## src/rtl/usbep0_pkg.sv

```systemverilog
// Package with shared types, codes and the descriptor ROM image for the endpoint-0 engine.
package usbep0_pkg;

	localparam int EP0_SIZE_DEF  = 8;
	localparam int ROM_DEPTH_DEF = 256;
	localparam int IMAGE_LEN     = 242;

	typedef enum logic [1:0] {
		OP_SETUP   = 2'd0,
		OP_IN_DONE = 2'd1,
		OP_OUT_DONE = 2'd2,
		OP_BUS_RESET = 2'd3
	} op_t;

	localparam logic [1:0] IN_ACK   = 2'd0;
	localparam logic [1:0] IN_NAK   = 2'd1;
	localparam logic [1:0] IN_STALL = 2'd2;
	localparam logic       OUT_ACK   = 1'b0;
	localparam logic       OUT_STALL = 1'b1;

	localparam logic [7:0] REQ_GET_STATUS    = 8'd0;
	localparam logic [7:0] REQ_CLEAR_FEATURE = 8'd1;
	localparam logic [7:0] REQ_SET_FEATURE   = 8'd3;
	localparam logic [7:0] REQ_SET_ADDRESS   = 8'd5;
	localparam logic [7:0] REQ_GET_DESC      = 8'd6;
	localparam logic [7:0] REQ_GET_CONFIG    = 8'd8;
	localparam logic [7:0] REQ_SET_CONFIG    = 8'd9;
	localparam logic [7:0] REQ_GET_IFACE     = 8'd10;
	localparam logic [7:0] REQ_STALLED       = 8'hFF;

	typedef enum logic [1:0] {
		ST_IDLE,
		ST_ROM,
		ST_EMIT
	} state_t;

	typedef struct packed {
		logic       start;    // capture the event and run the decode
		logic       rom_step; // fetch the next packet byte from the ROM
		logic       emit;     // results are being shown on the output
		logic       advance;  // one result taken
	} cmd_t;

	typedef struct packed {
		logic       need_rom;   // packet bytes must be fetched from the ROM
		logic       fetch_done; // every ROM read of the packet has been issued
		logic       rom_done;   // all bytes of the packet fetched
		logic       last;       // the shown result is the final one
	} stat_t;

	function automatic logic [7:0] rom_image(input int a);
		logic [7:0] t [0:IMAGE_LEN-1];
		t = '{
		8'h12,8'h01,8'h10,8'h01,8'h00,8'h00,8'h00,8'h08,
		8'h88,8'h80,8'h07,8'h00,8'h01,8'h02,8'h01,8'h02,8'h00,8'h01,
		8'h09,8'h02,8'h52,8'h00,8'h02,8'h01,8'h00,8'hA0,8'h64,
		8'h09,8'h04,8'h00,8'h00,8'h01,8'h03,8'h01,8'h01,8'h00,
		8'h09,8'h21,8'h11,8'h01,8'h00,8'h01,8'h22,8'h3E,8'h00,
		8'h07,8'h05,8'h81,8'h03,8'h08,8'h00,8'h0A,
		8'h09,8'h04,8'h01,8'h00,8'h01,8'h03,8'h01,8'h02,8'h00,
		8'h09,8'h21,8'h10,8'h01,8'h00,8'h01,8'h22,8'h34,8'h00,
		8'h07,8'h05,8'h82,8'h03,8'h04,8'h00,8'h0A,
		8'h09,8'h04,8'h02,8'h00,8'h02,8'hFF,8'h80,8'h55,8'h00,
		8'h07,8'h05,8'h83,8'h02,8'h40,8'h00,8'h00,
		8'h07,8'h05,8'h04,8'h03,8'h40,8'h00,8'h00,
		8'h04,8'h03,8'h09,8'h04,
		8'h0A,8'h03,8'h4E,8'h00,8'h53,8'h00,8'h44,8'h00,8'h4E,8'h00,
		8'h0E,8'h03,8'h53,8'h00,8'h69,8'h00,8'h6D,8'h00,8'h50,8'h00,8'h61,8'h00,
		8'h64,8'h00,
		8'h05,8'h01,8'h09,8'h06,8'hA1,8'h01,8'h05,8'h07,8'h19,8'hE0,8'h29,8'hE7,
		8'h15,8'h00,8'h25,8'h01,8'h75,8'h01,8'h95,8'h08,8'h81,8'h02,8'h95,8'h01,
		8'h75,8'h08,8'h81,8'h01,8'h95,8'h03,8'h75,8'h01,8'h05,8'h08,8'h19,8'h01,
		8'h29,8'h03,8'h91,8'h02,8'h95,8'h05,8'h75,8'h01,8'h91,8'h01,8'h95,8'h06,
		8'h75,8'h08,8'h26,8'hFF,8'h00,8'h05,8'h07,8'h19,8'h00,8'h29,8'h91,8'h81,
		8'h00,8'hC0,
		8'h05,8'h01,8'h09,8'h02,8'hA1,8'h01,8'h09,8'h01,8'hA1,8'h00,8'h05,8'h09,
		8'h19,8'h01,8'h29,8'h03,8'h15,8'h00,8'h25,8'h01,8'h75,8'h01,8'h95,8'h03,
		8'h81,8'h02,8'h75,8'h05,8'h95,8'h01,8'h81,8'h01,8'h05,8'h01,8'h09,8'h30,
		8'h09,8'h31,8'h09,8'h38,8'h15,8'h81,8'h25,8'h7F,8'h75,8'h08,8'h95,8'h03,
		8'h81,8'h06,8'hC0,8'hC0};
		if (a < IMAGE_LEN) begin
			return t[a];
		end
		return 8'h00;
	endfunction

endpackage

```

## src/rtl/usbep0_if.sv

```systemverilog
// Valid/ready channel interface carrying one endpoint-0 event or one result byte.
interface usbep0_evt_if;
	logic        valid;
	logic        ready;
	logic [1:0]  operation;
	logic [6:0]  rx_length;
	logic [7:0]  request_type;
	logic [7:0]  request_code;
	logic [15:0] setup_value;
	logic [15:0] setup_index;
	logic [15:0] setup_length;
	modport source (output valid, operation, rx_length, request_type, request_code,
		setup_value, setup_index, setup_length, input ready);
	modport sink (input valid, operation, rx_length, request_type, request_code,
		setup_value, setup_index, setup_length, output ready);
endinterface

interface usbep0_res_if;
	logic       valid;
	logic       ready;
	logic [1:0] in_response;
	logic       out_response;
	logic       in_toggle;
	logic [3:0] tx_length;
	logic [7:0] data_byte;
	logic       last_byte;
	logic [6:0] device_address;
	logic [7:0] config_value;
	modport source (output valid, in_response, out_response, in_toggle, tx_length,
		data_byte, last_byte, device_address, config_value, input ready);
	modport sink (input valid, in_response, out_response, in_toggle, tx_length,
		data_byte, last_byte, device_address, config_value, output ready);
endinterface

```

## src/rtl/usbep0_ctrl.sv

```systemverilog
// Controller state machine sequencing decode, ROM fetch and result delivery.
module usbep0_ctrl (
	input  logic               clk,
	input  logic               arst_n,
	input  logic               in_valid,
	output logic               in_ready,
	output logic               out_valid,
	input  logic               out_ready,
	output usbep0_pkg::cmd_t   cmd,
	input  usbep0_pkg::stat_t  stat
);
	import usbep0_pkg::*;

	state_t state_q, state_d;

	always_ff @(posedge clk or negedge arst_n) begin
		if (!arst_n) begin
			state_q <= ST_IDLE;
		end else begin
			state_q <= state_d;
		end
	end

	always_comb begin
		state_d = state_q;
		case (state_q)
			ST_IDLE: begin
				if (in_valid) state_d = ST_ROM;
			end
			ST_ROM: begin
				if (!stat.need_rom || stat.rom_done) state_d = ST_EMIT;
			end
			ST_EMIT: begin
				if (out_ready && stat.last) state_d = ST_IDLE;
			end
			default: state_d = ST_IDLE;
		endcase
	end

	always_comb begin
		in_ready     = (state_q == ST_IDLE);
		out_valid    = (state_q == ST_EMIT);
		cmd.start    = (state_q == ST_IDLE) && in_valid;
		cmd.rom_step = (state_q == ST_ROM) && stat.need_rom && !stat.fetch_done;
		cmd.emit     = (state_q == ST_EMIT);
		cmd.advance  = (state_q == ST_EMIT) && out_ready;
	end
endmodule

```

## src/rtl/usbep0_dp.sv

```systemverilog
// Datapath: request decode, endpoint state registers, descriptor ROM and packet buffer.
module usbep0_dp #(
	parameter int EP0_SIZE  = usbep0_pkg::EP0_SIZE_DEF,
	parameter int ROM_DEPTH = usbep0_pkg::ROM_DEPTH_DEF
) (
	input  logic               clk,
	input  logic               arst_n,
	input  logic               cfg_we,
	input  logic               cfg_wdata,
	input  logic [1:0]         operation,
	input  logic [6:0]         rx_length,
	input  logic [7:0]         request_type,
	input  logic [7:0]         request_code,
	input  logic [15:0]        setup_value,
	input  logic [15:0]        setup_index,
	input  logic [15:0]        setup_length,
	input  usbep0_pkg::cmd_t   cmd,
	output usbep0_pkg::stat_t  stat,
	output logic [1:0]         in_response,
	output logic               out_response,
	output logic               in_toggle,
	output logic [3:0]         tx_length,
	output logic [7:0]         data_byte,
	output logic               last_byte,
	output logic [6:0]         device_address,
	output logic [7:0]         config_value
);
	import usbep0_pkg::*;

	localparam int PKT_MAX = (EP0_SIZE < 8) ? EP0_SIZE : 8;
	localparam int AW = $clog2(ROM_DEPTH);

	logic [7:0] rom_rd_q;

	logic       wake_q;
	logic [7:0] pend_q;
	logic [6:0] rem_q;
	logic [7:0] ptr_q;
	logic [6:0] addr_q;
	logic [7:0] conf_q;
	logic       tog_q;
	logic [1:0] inr_q;
	logic       outr_q;
	logic [3:0] n_q;
	logic [7:0] buf_q [0:7];
	logic [3:0] fetch_q;    // bytes requested from the ROM
	logic [3:0] got_q;      // bytes written into the packet buffer
	logic       rd_pend_q;  // a ROM read is in flight
	logic [2:0] emit_q;
	logic       from_rom_q;

	// Setup decode.
	logic       ok;
	logic [6:0] rem_d;
	logic [7:0] ptr_d;
	logic [3:0] n_d;
	logic [6:0] wl_cap;
	logic [6:0] dlen;
	logic       is_desc;
	logic [7:0] il;
	logic [6:0] pkt_rem;

	always_comb begin
		ok = 1'b0;
		wl_cap = (setup_length > 16'd127) ? 7'h7F : setup_length[6:0];
		rem_d = wl_cap;
		ptr_d = ptr_q;
		n_d = 4'd0;
		dlen = 7'd0;
		is_desc = 1'b0;
		il = setup_index[7:0];
		if (rx_length == 7'd8 && request_type[6:5] == 2'b00) begin
			case (request_code)
				REQ_GET_DESC: begin
					case (setup_value[15:8])
						8'h01: begin ok = 1'b1; ptr_d = 8'd0; dlen = 7'd18; end
						8'h02: begin ok = 1'b1; ptr_d = 8'd18; dlen = 7'd82; end
						8'h03: begin
							case (setup_value[7:0])
								8'h00: begin ok = 1'b1; ptr_d = 8'd100; dlen = 7'd4; end
								8'h01: begin ok = 1'b1; ptr_d = 8'd104; dlen = 7'd10; end
								8'h02: begin ok = 1'b1; ptr_d = 8'd114; dlen = 7'd14; end
								default: ok = 1'b0;
							endcase
						end
						8'h22: begin
							if (il == 8'd0) begin ok = 1'b1; ptr_d = 8'd128; dlen = 7'd62; end
							else if (il == 8'd1) begin
								ok = 1'b1; ptr_d = 8'd190; dlen = 7'd52;
							end
						end
						default: ok = 1'b0;
					endcase
					is_desc = ok;
					if (ok && wl_cap > dlen) rem_d = dlen;
					if (ok) n_d = (rem_d < 7'(PKT_MAX)) ? rem_d[3:0] : 4'(PKT_MAX);
				end
				REQ_SET_ADDRESS: begin ok = 1'b1; rem_d = setup_value[6:0]; end
				REQ_GET_CONFIG, REQ_GET_IFACE: begin
					ok = 1'b1; n_d = (wl_cap != 7'd0) ? 4'd1 : 4'd0;
				end
				REQ_SET_CONFIG: ok = 1'b1;
				REQ_CLEAR_FEATURE: begin
					if (request_type[4:0] == 5'd0) ok = 1'b1;
					else if (request_type[4:0] == 5'd2)
						ok = (il == 8'h81) || (il == 8'h82) || (il == 8'h83) ||
							(il == 8'h01) || (il == 8'h04);
				end
				REQ_SET_FEATURE: begin
					if (request_type[4:0] == 5'd0)
						ok = (setup_value == 16'd1) && wake_q;
					else if (request_type[4:0] == 5'd2)
						ok = (setup_value == 16'd0) && ((setup_index == 16'h82) ||
							(setup_index == 16'h02) || (setup_index == 16'h81));
				end
				REQ_GET_STATUS: begin
					ok = 1'b1; n_d = (wl_cap >= 7'd2) ? 4'd2 : wl_cap[3:0];
				end
				default: ok = 1'b0;
			endcase
		end
		pkt_rem = (rem_q < 7'(PKT_MAX)) ? rem_q : 7'(PKT_MAX);
	end

	// The descriptor ROM is a constant table behind one registered read port.
	always_ff @(posedge clk) begin
		if (cmd.rom_step) rom_rd_q <= rom_image(int'(AW'(ptr_q + 8'(fetch_q))));
	end

	logic [2:0] wr_idx;
	assign wr_idx = got_q[2:0];

	always_ff @(posedge clk or negedge arst_n) begin
		if (!arst_n) begin
			wake_q <= 1'b1; pend_q <= 8'd0; rem_q <= 7'd0; ptr_q <= 8'd0;
			addr_q <= 7'd0; conf_q <= 8'd0; tog_q <= 1'b1;
			inr_q <= IN_NAK; outr_q <= OUT_ACK; n_q <= 4'd0;
			fetch_q <= 4'd0; got_q <= 4'd0; rd_pend_q <= 1'b0; emit_q <= 3'd0;
			from_rom_q <= 1'b0;
		end else begin
			if (cfg_we) wake_q <= cfg_wdata;
			rd_pend_q <= cmd.rom_step;
			if (cmd.start) begin
				fetch_q <= 4'd0; got_q <= 4'd0; emit_q <= 3'd0;
				case (op_t'(operation))
					OP_SETUP: begin
						tog_q <= 1'b1;
						if (ok) begin
							inr_q <= IN_ACK; outr_q <= OUT_ACK;
							pend_q <= request_code;
							n_q <= n_d;
							from_rom_q <= is_desc;
							if (is_desc) begin
								rem_q <= rem_d - 7'(n_d);
								ptr_q <= ptr_d;
							end else begin
								rem_q <= rem_d;
							end
							if (request_code == REQ_SET_CONFIG) conf_q <= setup_value[7:0];
						end else begin
							inr_q <= IN_STALL; outr_q <= OUT_STALL; pend_q <= REQ_STALLED;
							n_q <= 4'd0; from_rom_q <= 1'b0;
							if (rx_length == 7'd8) rem_q <= wl_cap;
						end
					end
					OP_IN_DONE: begin
						outr_q <= OUT_ACK;
						if (pend_q == REQ_GET_DESC) begin
							inr_q <= IN_ACK; tog_q <= ~tog_q;
							n_q <= pkt_rem[3:0]; from_rom_q <= 1'b1;
							rem_q <= rem_q - pkt_rem;
						end else begin
							inr_q <= IN_NAK; n_q <= 4'd0; from_rom_q <= 1'b0;
							if (pend_q == REQ_SET_ADDRESS) addr_q <= rem_q;
							tog_q <= 1'b0;
						end
					end
					OP_OUT_DONE: begin
						inr_q <= IN_NAK; outr_q <= OUT_ACK; n_q <= 4'd0;
						from_rom_q <= 1'b0; tog_q <= 1'b0;
					end
					default: begin
						inr_q <= IN_NAK; outr_q <= OUT_ACK; n_q <= 4'd0;
						from_rom_q <= 1'b0; addr_q <= 7'd0; tog_q <= 1'b0;
					end
				endcase
			end else begin
				if (rd_pend_q) got_q <= got_q + 4'd1;
				if (cmd.rom_step) fetch_q <= fetch_q + 4'd1;
				if (cmd.advance) emit_q <= emit_q + 3'd1;
				// The descriptor pointer moves past the packet when its first result is taken.
				if (stat.rom_done && from_rom_q && cmd.emit && emit_q == 3'd0 && cmd.advance)
					ptr_q <= ptr_q + 8'(n_q);
			end
		end
	end

	always_ff @(posedge clk) begin
		if (cmd.start) begin
			buf_q[0] <= (op_t'(operation) == OP_SETUP && request_code == REQ_GET_CONFIG) ?
				conf_q : 8'd0;
			for (int i = 1; i < 8; i++) buf_q[i] <= 8'd0;
		end else if (rd_pend_q) begin
			buf_q[wr_idx] <= rom_rd_q;
		end
	end

	assign stat.need_rom   = from_rom_q && (n_q != 4'd0);
	assign stat.fetch_done = (fetch_q == n_q);
	assign stat.rom_done   = stat.fetch_done && (got_q == n_q) && !rd_pend_q;
	assign stat.last       = (n_q == 4'd0) || (4'(emit_q) + 4'd1 == n_q);

	assign in_response    = inr_q;
	assign out_response   = outr_q;
	assign in_toggle      = tog_q;
	assign tx_length      = n_q;
	assign data_byte      = (n_q != 4'd0) ? buf_q[emit_q] : 8'd0;
	assign last_byte      = stat.last;
	assign device_address = addr_q;
	assign config_value   = conf_q;
endmodule

```

## src/rtl/usb_control_endpoint_engine.sv

```systemverilog
// Top level of the endpoint-0 standard request engine.
// Usage: one request on the evt channel is one endpoint-0 event (setup, IN done,
// OUT done, bus reset). The engine answers with one to eight result requests on
// the res channel, one per byte of the next IN packet, the last one marked by
// last_byte. A packet with no data still yields a single result with tx_length 0.
// The decode is combinational and is registered when the event is taken;
// descriptor bytes are then read from the descriptor ROM at one byte a cycle
// through its single registered read port before the first result is shown.
// Results then leave at one a cycle while res.ready is high, and the next event
// is taken in the cycle after the last result. One event is handled at a time.
// A stalled receiver simply holds the current result; no input is taken
// until every result of the event has gone.
// Reset (arst_n low): address, configuration, pending request and length clear,
// the IN toggle is set and remote wakeup is enabled; the descriptor ROM holds a
// constant image. The remote_wakeup_capable register is written through
// cfg_we / cfg_wdata.
module usb_control_endpoint_engine #(
	parameter int EP0_SIZE  = usbep0_pkg::EP0_SIZE_DEF,
	parameter int ROM_DEPTH = usbep0_pkg::ROM_DEPTH_DEF
) (
	input  logic          clk,
	input  logic          arst_n,
	input  logic          cfg_we,
	input  logic          cfg_wdata,
	usbep0_evt_if.sink    evt,
	usbep0_res_if.source  res
);
	import usbep0_pkg::*;

	cmd_t  cmd;
	stat_t stat;

	// The controller decides when to accept an event and when results are shown.
	usbep0_ctrl u_ctrl (
		.clk      (clk),
		.arst_n   (arst_n),
		.in_valid (evt.valid),
		.in_ready (evt.ready),
		.out_valid(res.valid),
		.out_ready(res.ready),
		.cmd      (cmd),
		.stat     (stat)
	);

	// The datapath holds all endpoint state and the descriptor ROM.
	usbep0_dp #(.EP0_SIZE(EP0_SIZE), .ROM_DEPTH(ROM_DEPTH)) u_dp (
		.clk           (clk),
		.arst_n        (arst_n),
		.cfg_we        (cfg_we),
		.cfg_wdata     (cfg_wdata),
		.operation     (evt.operation),
		.rx_length     (evt.rx_length),
		.request_type  (evt.request_type),
		.request_code  (evt.request_code),
		.setup_value   (evt.setup_value),
		.setup_index   (evt.setup_index),
		.setup_length  (evt.setup_length),
		.cmd           (cmd),
		.stat          (stat),
		.in_response   (res.in_response),
		.out_response  (res.out_response),
		.in_toggle     (res.in_toggle),
		.tx_length     (res.tx_length),
		.data_byte     (res.data_byte),
		.last_byte     (res.last_byte),
		.device_address(res.device_address),
		.config_value  (res.config_value)
	);
endmodule

```

## src/flat_wrapper.sv

```systemverilog
// flat-port wrapper written by rule: the top's interface ports become plain ports
module usb_control_endpoint_engine_flat import usbep0_pkg::*;
#(
	parameter int EP0_SIZE  = usbep0_pkg::EP0_SIZE_DEF,
	parameter int ROM_DEPTH = usbep0_pkg::ROM_DEPTH_DEF
)
  (clk, arst_n, cfg_we, cfg_wdata, evt_valid, evt_operation, evt_rx_length, evt_request_type, evt_request_code, evt_setup_value, evt_setup_index, evt_setup_length, evt_ready, res_valid, res_in_response, res_out_response, res_in_toggle, res_tx_length, res_data_byte, res_last_byte, res_device_address, res_config_value, res_ready);
  usbep0_evt_if evt_i ();
  usbep0_res_if res_i ();
  input  logic clk;
  input  logic arst_n;
  input  logic cfg_we;
  input  logic cfg_wdata;
  input wire logic [$bits(evt_i.valid)-1:0] evt_valid;
  input wire logic [$bits(evt_i.operation)-1:0] evt_operation;
  input wire logic [$bits(evt_i.rx_length)-1:0] evt_rx_length;
  input wire logic [$bits(evt_i.request_type)-1:0] evt_request_type;
  input wire logic [$bits(evt_i.request_code)-1:0] evt_request_code;
  input wire logic [$bits(evt_i.setup_value)-1:0] evt_setup_value;
  input wire logic [$bits(evt_i.setup_index)-1:0] evt_setup_index;
  input wire logic [$bits(evt_i.setup_length)-1:0] evt_setup_length;
  output wire logic [$bits(evt_i.ready)-1:0] evt_ready;
  output wire logic [$bits(res_i.valid)-1:0] res_valid;
  output wire logic [$bits(res_i.in_response)-1:0] res_in_response;
  output wire logic [$bits(res_i.out_response)-1:0] res_out_response;
  output wire logic [$bits(res_i.in_toggle)-1:0] res_in_toggle;
  output wire logic [$bits(res_i.tx_length)-1:0] res_tx_length;
  output wire logic [$bits(res_i.data_byte)-1:0] res_data_byte;
  output wire logic [$bits(res_i.last_byte)-1:0] res_last_byte;
  output wire logic [$bits(res_i.device_address)-1:0] res_device_address;
  output wire logic [$bits(res_i.config_value)-1:0] res_config_value;
  input wire logic [$bits(res_i.ready)-1:0] res_ready;
  assign evt_i.valid = evt_valid;
  assign evt_i.operation = evt_operation;
  assign evt_i.rx_length = evt_rx_length;
  assign evt_i.request_type = evt_request_type;
  assign evt_i.request_code = evt_request_code;
  assign evt_i.setup_value = evt_setup_value;
  assign evt_i.setup_index = evt_setup_index;
  assign evt_i.setup_length = evt_setup_length;
  assign evt_ready = evt_i.ready;
  assign res_valid = res_i.valid;
  assign res_in_response = res_i.in_response;
  assign res_out_response = res_i.out_response;
  assign res_in_toggle = res_i.in_toggle;
  assign res_tx_length = res_i.tx_length;
  assign res_data_byte = res_i.data_byte;
  assign res_last_byte = res_i.last_byte;
  assign res_device_address = res_i.device_address;
  assign res_config_value = res_i.config_value;
  assign res_i.ready = res_ready;
  usb_control_endpoint_engine #(.EP0_SIZE(EP0_SIZE), .ROM_DEPTH(ROM_DEPTH)) u_core (.clk(clk), .arst_n(arst_n), .cfg_we(cfg_we), .cfg_wdata(cfg_wdata), .evt(evt_i), .res(res_i));
endmodule
```

## config.mk

```make
export PLATFORM = sky130hd
export DESIGN_NAME = usb_control_endpoint_engine_flat
export DESIGN_NICKNAME = d
export VERILOG_FILES = /design/src/rtl/usbep0_pkg.sv /design/src/rtl/usbep0_if.sv /design/src/rtl/usbep0_ctrl.sv /design/src/rtl/usbep0_dp.sv /design/src/rtl/usb_control_endpoint_engine.sv /design/src/flat_wrapper.sv
export SDC_FILE = /design/constraint.sdc
export NUM_CORES = 1
export LEC_CHECK = 0
export ABC_CLOCK_PERIOD_IN_PS = 3900
export BUFFER_PORTS_ARGS = -buffer_cell sky130_fd_sc_hd__buf_2
export CORE_AREA = 2 2 133 135
export DETAILED_ROUTE_END_ITERATION = 10
export DIE_AREA = 0 0 135 137
export PLACE_DENSITY_LB_ADDON = 0.15
export SYNTH_ARGS = -nofsm -noshare
export SYNTH_HDL_FRONTEND = slang
export SYNTH_HIERARCHICAL = 1
export SYNTH_SLANG_ARGS = --single-unit
```

## constraint.sdc

```tcl
create_clock -name clk -period 3.9 [get_ports clk]
set_input_delay 0.39 -clock clk [delete_from_list [all_inputs] [get_ports clk]]
set_output_delay 0.39 -clock clk [all_outputs]
set_load 0.02 [all_outputs]
```

Word-level counts from Yosys, hierarchy flattened

Memories as Yosys holds them, arrays and structs flattened. A register that Yosys moved wholly into a read port is not among the register bits.
Index checks and enable logic that the tools add are counted.
Widths: inputs -> output; s select.

Flip-flop bits (word level): 62
Bits in writable memories: 64
ROM bits: 2048
Bits of input ports: 79
Output and inout port bits: 34
Memories kept: 2

Memory list:

| memory            | depth | width | rd ports | clocked after Yosys merged registers in | write ports | RTL line         | source |
|---|---|---|---|---|---|---|---|
| (no name shown)   | 256   | 8     | 1        | 1                                       | 0           | usbep0_pkg.sv:82 | `return t[a];` |
| u_core.u_dp.buf_q | 8     | 8     | 1        | 0                                       | 8           | usbep0_dp.sv:45  | `logic [7:0] buf_q [0:7];` |

Add/subtract/negate cells: 8
$lt $le $gt $ge: 6
Eq/ne operators: 48
Multiplexer cells: 88
Bitwise logic cells: 3
Reductions and logical operators: 58

Operator list:

| operator            | count |
|---|---|
| $mux 8              | 13 |
| $mux 7              | 14 |
| $pmux 7 s2          | 3 |
| $eq 8x3->1 const B  | 5 |
| $mux 4              | 10 |
| $eq 16x8->1 const B | 2 |
| $eq 8x1->1 const B  | 4 |
| $eq 8x2->1 const B  | 4 |
| $not 8->32          | 1 |
| $pmux 8 s4          | 1 |
| $pmux 7 s4          | 1 |
| $mux 1              | 27 |
| $eq 8x4->1 const B  | 3 |
| $eq 8x8->1 const B  | 3 |
| $logic_not 8->1     | 3 |
| $pmux 4 s3          | 2 |
| $pmux 8 s3          | 1 |
| $ne 2x2->1 const B  | 10 |
| $logic_and 1x1->1   | 17 |
| $add 8x4->8         | 2 |
| $eq 16x1->1 const B | 1 |
| $eq 16x2->1 const B | 1 |
| $gt 16x7->1 const B | 1 |
| $logic_not 16->1    | 1 |
| other kinds (46)    | 81 |

Longest topological paths before layout

Word-level depth: 20
Mapped depth: 24
Mapped depth without buffers: 23

By module

Netlist, hierarchy kept.

Modules (own cells, without submodules):

| module      | times used | cells each | area each (um2) | seq. area each (um2) |
|---|---|---|---|---|
| usbep0_dp   | 1          | 1120       | 9985.8          | 3667.3 |
| usbep0_ctrl | 1          | 14         | 138.9           | 50.0 |

Least setup slack after synthesis

Ideal clock, no wire load.

Path kind: in2reg
From: input evt_setup_value[15]
To: register u_core.u_dp.rem_q[6]
Arrival: 4.790 ns
Setup slack: -0.994 ns
Stages on the path: 21
Buffers on the path: 0
Cells stage by stage: nor3_1 > nand3_1 > nor3_1 > nor2_1 > ha_1 > nor2b_1 > o31ai_1 > a21oi_1 > o211ai_2 > mux2i_1 > o211ai_1 > or3_1 > ha_1 > nor2b_1 > o21ai_0 > nor4b_1 > nand2_1 > nor3b_1 > o22ai_1 > mux2i_1 > a221oi_1

Word-level cells in the longest chain between the ends: 18
Elaborated cells between the ends (all ways): 39
Classes of those cells: add/sub: 1; order compare: 2; eq/ne: 6; mux: 24; reduce/logical: 6

Ends and longest elaborated chain:

| element                                       | RTL line                         | source |
|---|---|---|
| from (decl)                                   | flat_wrapper.sv:19               | `input wire logic [$bits(evt_i.setup_value)-1:0] evt_setup_value;` |
| $eq 8x6->1 (tied with other cells)            | usbep0_dp.sv:75                  | `case (setup_value[15:8])` |
| $pmux 7 s4 or $reduce_or 2->1 (tied branches) | --                               |  |
| $mux 7 or $pmux 1 s3 (tied branches)          | usbep0_dp.sv:73, usbep0_dp.sv:75 |  |
| $mux 7 or $mux 1 (tied branches)              | usbep0_dp.sv:72, usbep0_dp.sv:73 |  |
| $gt 7x7->1 or $mux 1 (tied branches)          | usbep0_dp.sv:95, usbep0_dp.sv:72 |  |
| $logic_and 1x1->1                             | usbep0_dp.sv:95                  | `if (ok && wl_cap > dlen) rem_d = dlen;` |
| $mux 7                                        | usbep0_dp.sv:95                  |  |
| $mux 7                                        | usbep0_dp.sv:73                  | `case (request_code)` |
| $mux 7                                        | usbep0_dp.sv:72                  | `if (rx_length == 7'd8 && request_type[6:5] == 2'b00) begin` |
| $lt 7x4->1                                    | usbep0_dp.sv:96                  | `if (ok) n_d = (rem_d < 7'(PKT_MAX)) ? rem_d[3:0] : 4'(PKT_MAX);` |
| $mux 4 (2 in series)                          | usbep0_dp.sv:96                  |  |
| $pmux 4 s3                                    | usbep0_dp.sv:73                  |  |
| $mux 4                                        | usbep0_dp.sv:72                  |  |
| $sub 7x4->7                                   | usbep0_dp.sv:154                 | `rem_q <= rem_d - 7'(n_d);` |
| $mux 7                                        | usbep0_dp.sv:153                 | `if (is_desc) begin` |
| $mux 7                                        | usbep0_dp.sv:148                 | `if (ok) begin` |
| $pmux 7 s2                                    | usbep0_dp.sv:145                 | `case (op_t'(operation))` |
| to (signal assigned)                          | usbep0_dp.sv:154                 |  |
| to (signal assigned)                          | usbep0_dp.sv:157                 | `rem_q <= rem_d;` |
| to (signal assigned)                          | usbep0_dp.sv:163                 | `if (rx_length == 7'd8) rem_q <= wl_cap;` |
| to (decl)                                     | usbep0_dp.sv:37                  | `logic [6:0] rem_q;` |

Parallel ways exist; a longest one is shown, timed or not. The select of a mux whose other input is x is not followed.
A chain may end at the register's enable or synchronous reset.

Worst setup path after layout

From: input evt_setup_value[11]
To: register u_core.u_dp.rem_q[6]

The elaborated chain is that of the path after synthesis.

==> results.cfg <==
[floorplanning]
design.die.area_sq_mm = 0.0185
initial_util_pct = 59.4
die_height_um = 137
core_region_area_sq_mm = 0.0171
fp.dieW_um = 135
fp-row-count = 48
pin_count = 113

[pwr]
peakVddDrop_mv = 0.380
power.net_switching_mw = 1.46
power.static_leakage_nw = 5.35
switching_share_pct = 31.9
share_clk_of_total_power_pct = 36.4
power.share.combinational_pct = 22.5
pd_cells_mw_per_mm2 = 358
p_int_mw = 3.13
power_frac_seq_pct = 41.1

[sta]
finalHoldViolCount = 0
slew_headroom_pct = 4.40
post-route-worst-setup-slack_ns = -0.510
grt_setup_unrepaired = true
timing_worst_slew_pin_value_ns = 1.42
final_slew_violations = 0
fin_worst_skew_ns = 0.0117
finalSetupViolCount = 5
timing.final.crit_share_pct = 113
max_freq_mhz = 227
finalWorstPathRequiredPeriod_ns = 4.41

[layout]
layout-drive-gt1-share_pct = 29.4
final_net_count = 1448
antenna-diode-count = 0
flow.area_growth_from_synthesis_pct = 26.4
final_cell_count_no_fill = 1574
design_area_sq_mm = 0.0128

[setup_path]
path_depth_of_the_worst_reg2reg_path = 10
worstReg2RegEnd = u_core/u_dp/rom_rd_q[0]
critical_path.reg2reg.startpoint = u_core/u_dp/fetch_q[0]
crit_fanout = 3
startpoint_type = input pin
critical_path_class = input pin to flip-flop
worst_ep_arrival_time_ns = 4.74
cp_data_required_time_ns = 4.23
crit_path_end_kind = flip-flop
reg2reg_slack_ns = 0.27

[detailed_routing]
drc = 0
detailroute.via_count = 10300
routed_via_density = 6.56
drt_iter0_markers = 1406
detail_route.first_pass.iterations = 7
drtAntennaViolNets = 0
wire_length_reported_by_the_detailed_router_um = 33400
drt-wirelength-per-cell_um = 21.2

[cts]
cts-buffers-inserted = 17
tritoncts = built
cts.clk_slew.worst_paths_ns = 0.07
cts.sink_count = 134
clk_latency_ns = 0.43
cts.htree.levels = 4
clock_tree.buffer_depth = 2
cell_at_the_root_of_the_clock_tree = sky130_fd_sc_hd__clkbuf_16

[yosys]
postSynthCellCount = 1134
mapped_nets = 1246
yosys_most_used_dff = sky130_fd_sc_hd__edfxtp_1
sequential_to_total_area_share_from_yosys_stat_pct = 36.7
synth.yosys.warnings = 6
synthesized_area_sq_mm = 0.0101
yosys_reg_bits = 134
synthArstFlopShare_pct = 46.3
syn-mean-instance-area_sq_um = 8.93
number_of_enable_flip_flop_cells_after_synthesis = 72
post_synth_num_cell_types = 87

[global_routing]
grt_total_ovfl = 0
grt_pass1_vias = 9455
pin_count_of_the_biggest_net_entering_global_routing = 45
grt_pass1_wl_um = 51300
groute.usage.overall_pct = 35.9
antenna_violations_before_repair = 0

[hold_path]
hold_class = input pin to async pin

[run_status]
violated_checks = negative setup slack
outcome = finished, violations left

[place]
place.port_buffers = 111
dpl_cell_area_sq_mm = 0.0118
place.detailed.instances = 1523
place.detailed.hpwl_um = 23600
place_congestion = 0.965

[run]
max-cap-violations = 0
[worst max-delay path by stage]
stage | from | to | slack, ns | cells past startpoint
after global routing | evt_setup_value[11] | u_core/u_dp/rem_q[6] | -0.72 | 24
after detailed placement | evt_setup_value[5] | u_core/u_dp/rem_q[6] | -1.06 | 24
final | evt_setup_value[11] | u_core/u_dp/rem_q[6] | -0.51 | 24
after global placement | evt_setup_value[5] | u_core/u_dp/rem_q[6] | -0.90 | 24
after CTS | evt_setup_value[6] | u_core/u_dp/rem_q[6] | -0.34 | 24
after floorplan | evt_setup_value[15] | u_core/u_dp/rem_q[6] | -0.64 | 20
[cell usage in the layout (no fill, tap or decap), types with 19 or more instances in the layout]
| cell | synthesis | layout |
|---|---|---|
| sky130_fd_sc_hd__a21oi_1 | 68 | 67 |
| sky130_fd_sc_hd__a31oi_1 | 19 | 19 |
| sky130_fd_sc_hd__and2_1 | 62 | 61 |
| sky130_fd_sc_hd__buf_2 | 3 | 109 |
| sky130_fd_sc_hd__buf_4 | 3 | 144 |
| sky130_fd_sc_hd__dfrtp_1 | 59 | 59 |
| sky130_fd_sc_hd__edfxtp_1 | 72 | 72 |
| sky130_fd_sc_hd__ha_1 | 30 | 25 |
| sky130_fd_sc_hd__inv_1 | 32 | 32 |
| sky130_fd_sc_hd__mux2i_1 | 22 | 21 |
| sky130_fd_sc_hd__nand2_1 | 102 | 101 |
| sky130_fd_sc_hd__nand3_1 | 28 | 25 |
| sky130_fd_sc_hd__nor2_1 | 117 | 115 |
| sky130_fd_sc_hd__nor3_1 | 37 | 32 |
| sky130_fd_sc_hd__o21ai_0 | 69 | 59 |
[stage by stage]
step,power (mW),worst slack (ns),hold slack (ns),util [%],setup TNS (ns)
6_report,4.59,-0.510,0.0411,75.1,-1.25
3_3_place_gp,2.88,-0.896,0.475,69.3,-3.87
3_5_place_dp,2.92,-1.06,0.482,69.3,-4.46
5_1_grt,4.76,-0.717,0.102,75.1,-2.27
4_1_cts,4.60,-0.340,0.0463,74.1,-0.933
2_1_floorplan,2.53,-0.644,0.0944,-,-1.50
[layer usage]
metal  track usage (%)  part of all wire (%)
met1              51.0                    41
met4              11.1                   2.9
met5                 0                     0
met2              56.0                    45
met3              7.07                    11
[cell usage after synthesis (6+ instances only)]
cell type / number / area share, %
sky130_fd_sc_hd__ha_1: 30 / 3.7
sky130_fd_sc_hd__nor4b_1: 8 / 0.69
sky130_fd_sc_hd__mux2_2: 11 / 1.2
sky130_fd_sc_hd__o21ai_0: 69 / 3.4
sky130_fd_sc_hd__xnor2_1: 22 / 1.9
sky130_fd_sc_hd__a21oi_1: 68 / 3.4
sky130_fd_sc_hd__or4_1: 8 / 0.59
sky130_fd_sc_hd__a31oi_1: 19 / 1.2
sky130_fd_sc_hd__nand2_1: 102 / 3.8
sky130_fd_sc_hd__mux2i_1: 22 / 2.2
sky130_fd_sc_hd__nor2_1: 117 / 4.3
sky130_fd_sc_hd__nand2b_1: 10 / 0.62
sky130_fd_sc_hd__clkbuf_1: 62 / 2.3
sky130_fd_sc_hd__a211oi_1: 12 / 0.89
sky130_fd_sc_hd__and2_1: 62 / 3.8
sky130_fd_sc_hd__or2_2: 6 / 0.37
sky130_fd_sc_hd__buf_1: 10 / 0.37
sky130_fd_sc_hd__o211ai_1: 11 / 0.82
sky130_fd_sc_hd__a22o_1: 12 / 1.0
sky130_fd_sc_hd__o22ai_1: 11 / 0.68
sky130_fd_sc_hd__nand3_1: 28 / 1.4
sky130_fd_sc_hd__edfxtp_1: 72 / 21
sky130_fd_sc_hd__nor2b_1: 13 / 0.80
sky130_fd_sc_hd__a311oi_1: 7 / 0.61
sky130_fd_sc_hd__a22oi_1: 7 / 0.52
sky130_fd_sc_hd__o221ai_1: 9 / 0.78
sky130_fd_sc_hd__nor3_1: 37 / 1.8
sky130_fd_sc_hd__nor4_1: 19 / 1.2
sky130_fd_sc_hd__mux4_2: 17 / 3.8
sky130_fd_sc_hd__dfrtp_1: 59 / 15
sky130_fd_sc_hd__nand4_1: 7 / 0.43
sky130_fd_sc_hd__xor2_1: 18 / 1.6
sky130_fd_sc_hd__o31ai_1: 7 / 0.52
sky130_fd_sc_hd__inv_1: 32 / 1.2
[cell type report]
type                            count  area, sq um
Multi-Input combinational cell    889         6320
Fill cell                        1254         4260
Sequential cell                   134         3720
Timing Repair Buffer              261         1750
Clock buffer                       17          425
Tap cell                          225          282
Clock inverter                     15          183
Inverter                           33          124
[kinds of logic after synthesis]
kind of cell | Yosys count | share of synthesized area [%]
compound gates | 312 | 20.9
other cells | 1 | 0.0370
xor+xnor | 41 | 3.68
buf+inv | 111 | 4.26
flops | 134 | 36.7
simple gates | 452 | 23.0
fa+ha+maj | 33 | 4.30
mux | 50 | 7.18
[timing repair]
action,in CTS,in global routing
pin swaps,18,19
setup endpoints to repair,5,6
cloned,0,0
gates resized for setup,27,28
hold buffers,0,0
setup buffers,16,4
[worst max-delay path, stage by stage]
cell,delay [ns]
sky130_fd_sc_hd__buf_2,0.13
sky130_fd_sc_hd__nor4b_4,0.32
sky130_fd_sc_hd__nand3_2,0.13
sky130_fd_sc_hd__nor2_1,0.23
sky130_fd_sc_hd__buf_4,0.19
sky130_fd_sc_hd__inv_1,0.06
sky130_fd_sc_hd__ha_1,0.28
sky130_fd_sc_hd__nand3b_1,0.11
sky130_fd_sc_hd__o32a_1,0.34
sky130_fd_sc_hd__o211ai_2,0.10
sky130_fd_sc_hd__mux2i_1,0.21
sky130_fd_sc_hd__o211ai_1,0.19
sky130_fd_sc_hd__o31a_1,0.31
sky130_fd_sc_hd__nor2b_1,0.15
sky130_fd_sc_hd__ha_2,0.22
sky130_fd_sc_hd__fa_2,0.21
sky130_fd_sc_hd__nor2b_2,0.05
sky130_fd_sc_hd__o21ai_1,0.10
sky130_fd_sc_hd__nor4b_2,0.20
sky130_fd_sc_hd__nand2_1,0.15
sky130_fd_sc_hd__nor3b_2,0.20
sky130_fd_sc_hd__o22ai_1,0.10
sky130_fd_sc_hd__mux2i_1,0.16
sky130_fd_sc_hd__a221oi_2,0.25
[power groups by stage]
stage / registers (mW) / logic [mW] / clock network (mW)
detailed placement: 1.90 / 1.01 / 0
finish: 1.89 / 1.03 / 1.67
global placement: 1.88 / 0.992 / 0
floorplan: 1.84 / 0.694 / 0
global route: 1.90 / 1.12 / 1.74
CTS: 1.88 / 1.03 / 1.68
[registers in the layout, summed over array words and instances (netlist names)]
name                        cells
u_core/u_dp/ptr_q               8
u_core/u_dp/config_value        8
u_core/u_ctrl/state_q           2
u_core/u_dp/in_toggle           1
u_core/u_dp/rem_q               7
u_core/u_dp/device_address      7
u_core/u_dp/fetch_q             4
u_core/u_dp/rom_rd_q            8
u_core/u_dp/got_q               4
u_core/u_dp/out_response        1
u_core/u_dp/wake_q              1
u_core/u_dp/pend_q              8
u_core/u_dp/in_response         2
u_core/u_dp/buf_q              64
u_core/u_dp/from_rom_q          1
u_core/u_dp/rd_pend_q           1
u_core/u_dp/tx_length           4
u_core/u_dp/emit_q              3
Note: power is estimated with default switching activity, not from simulation.
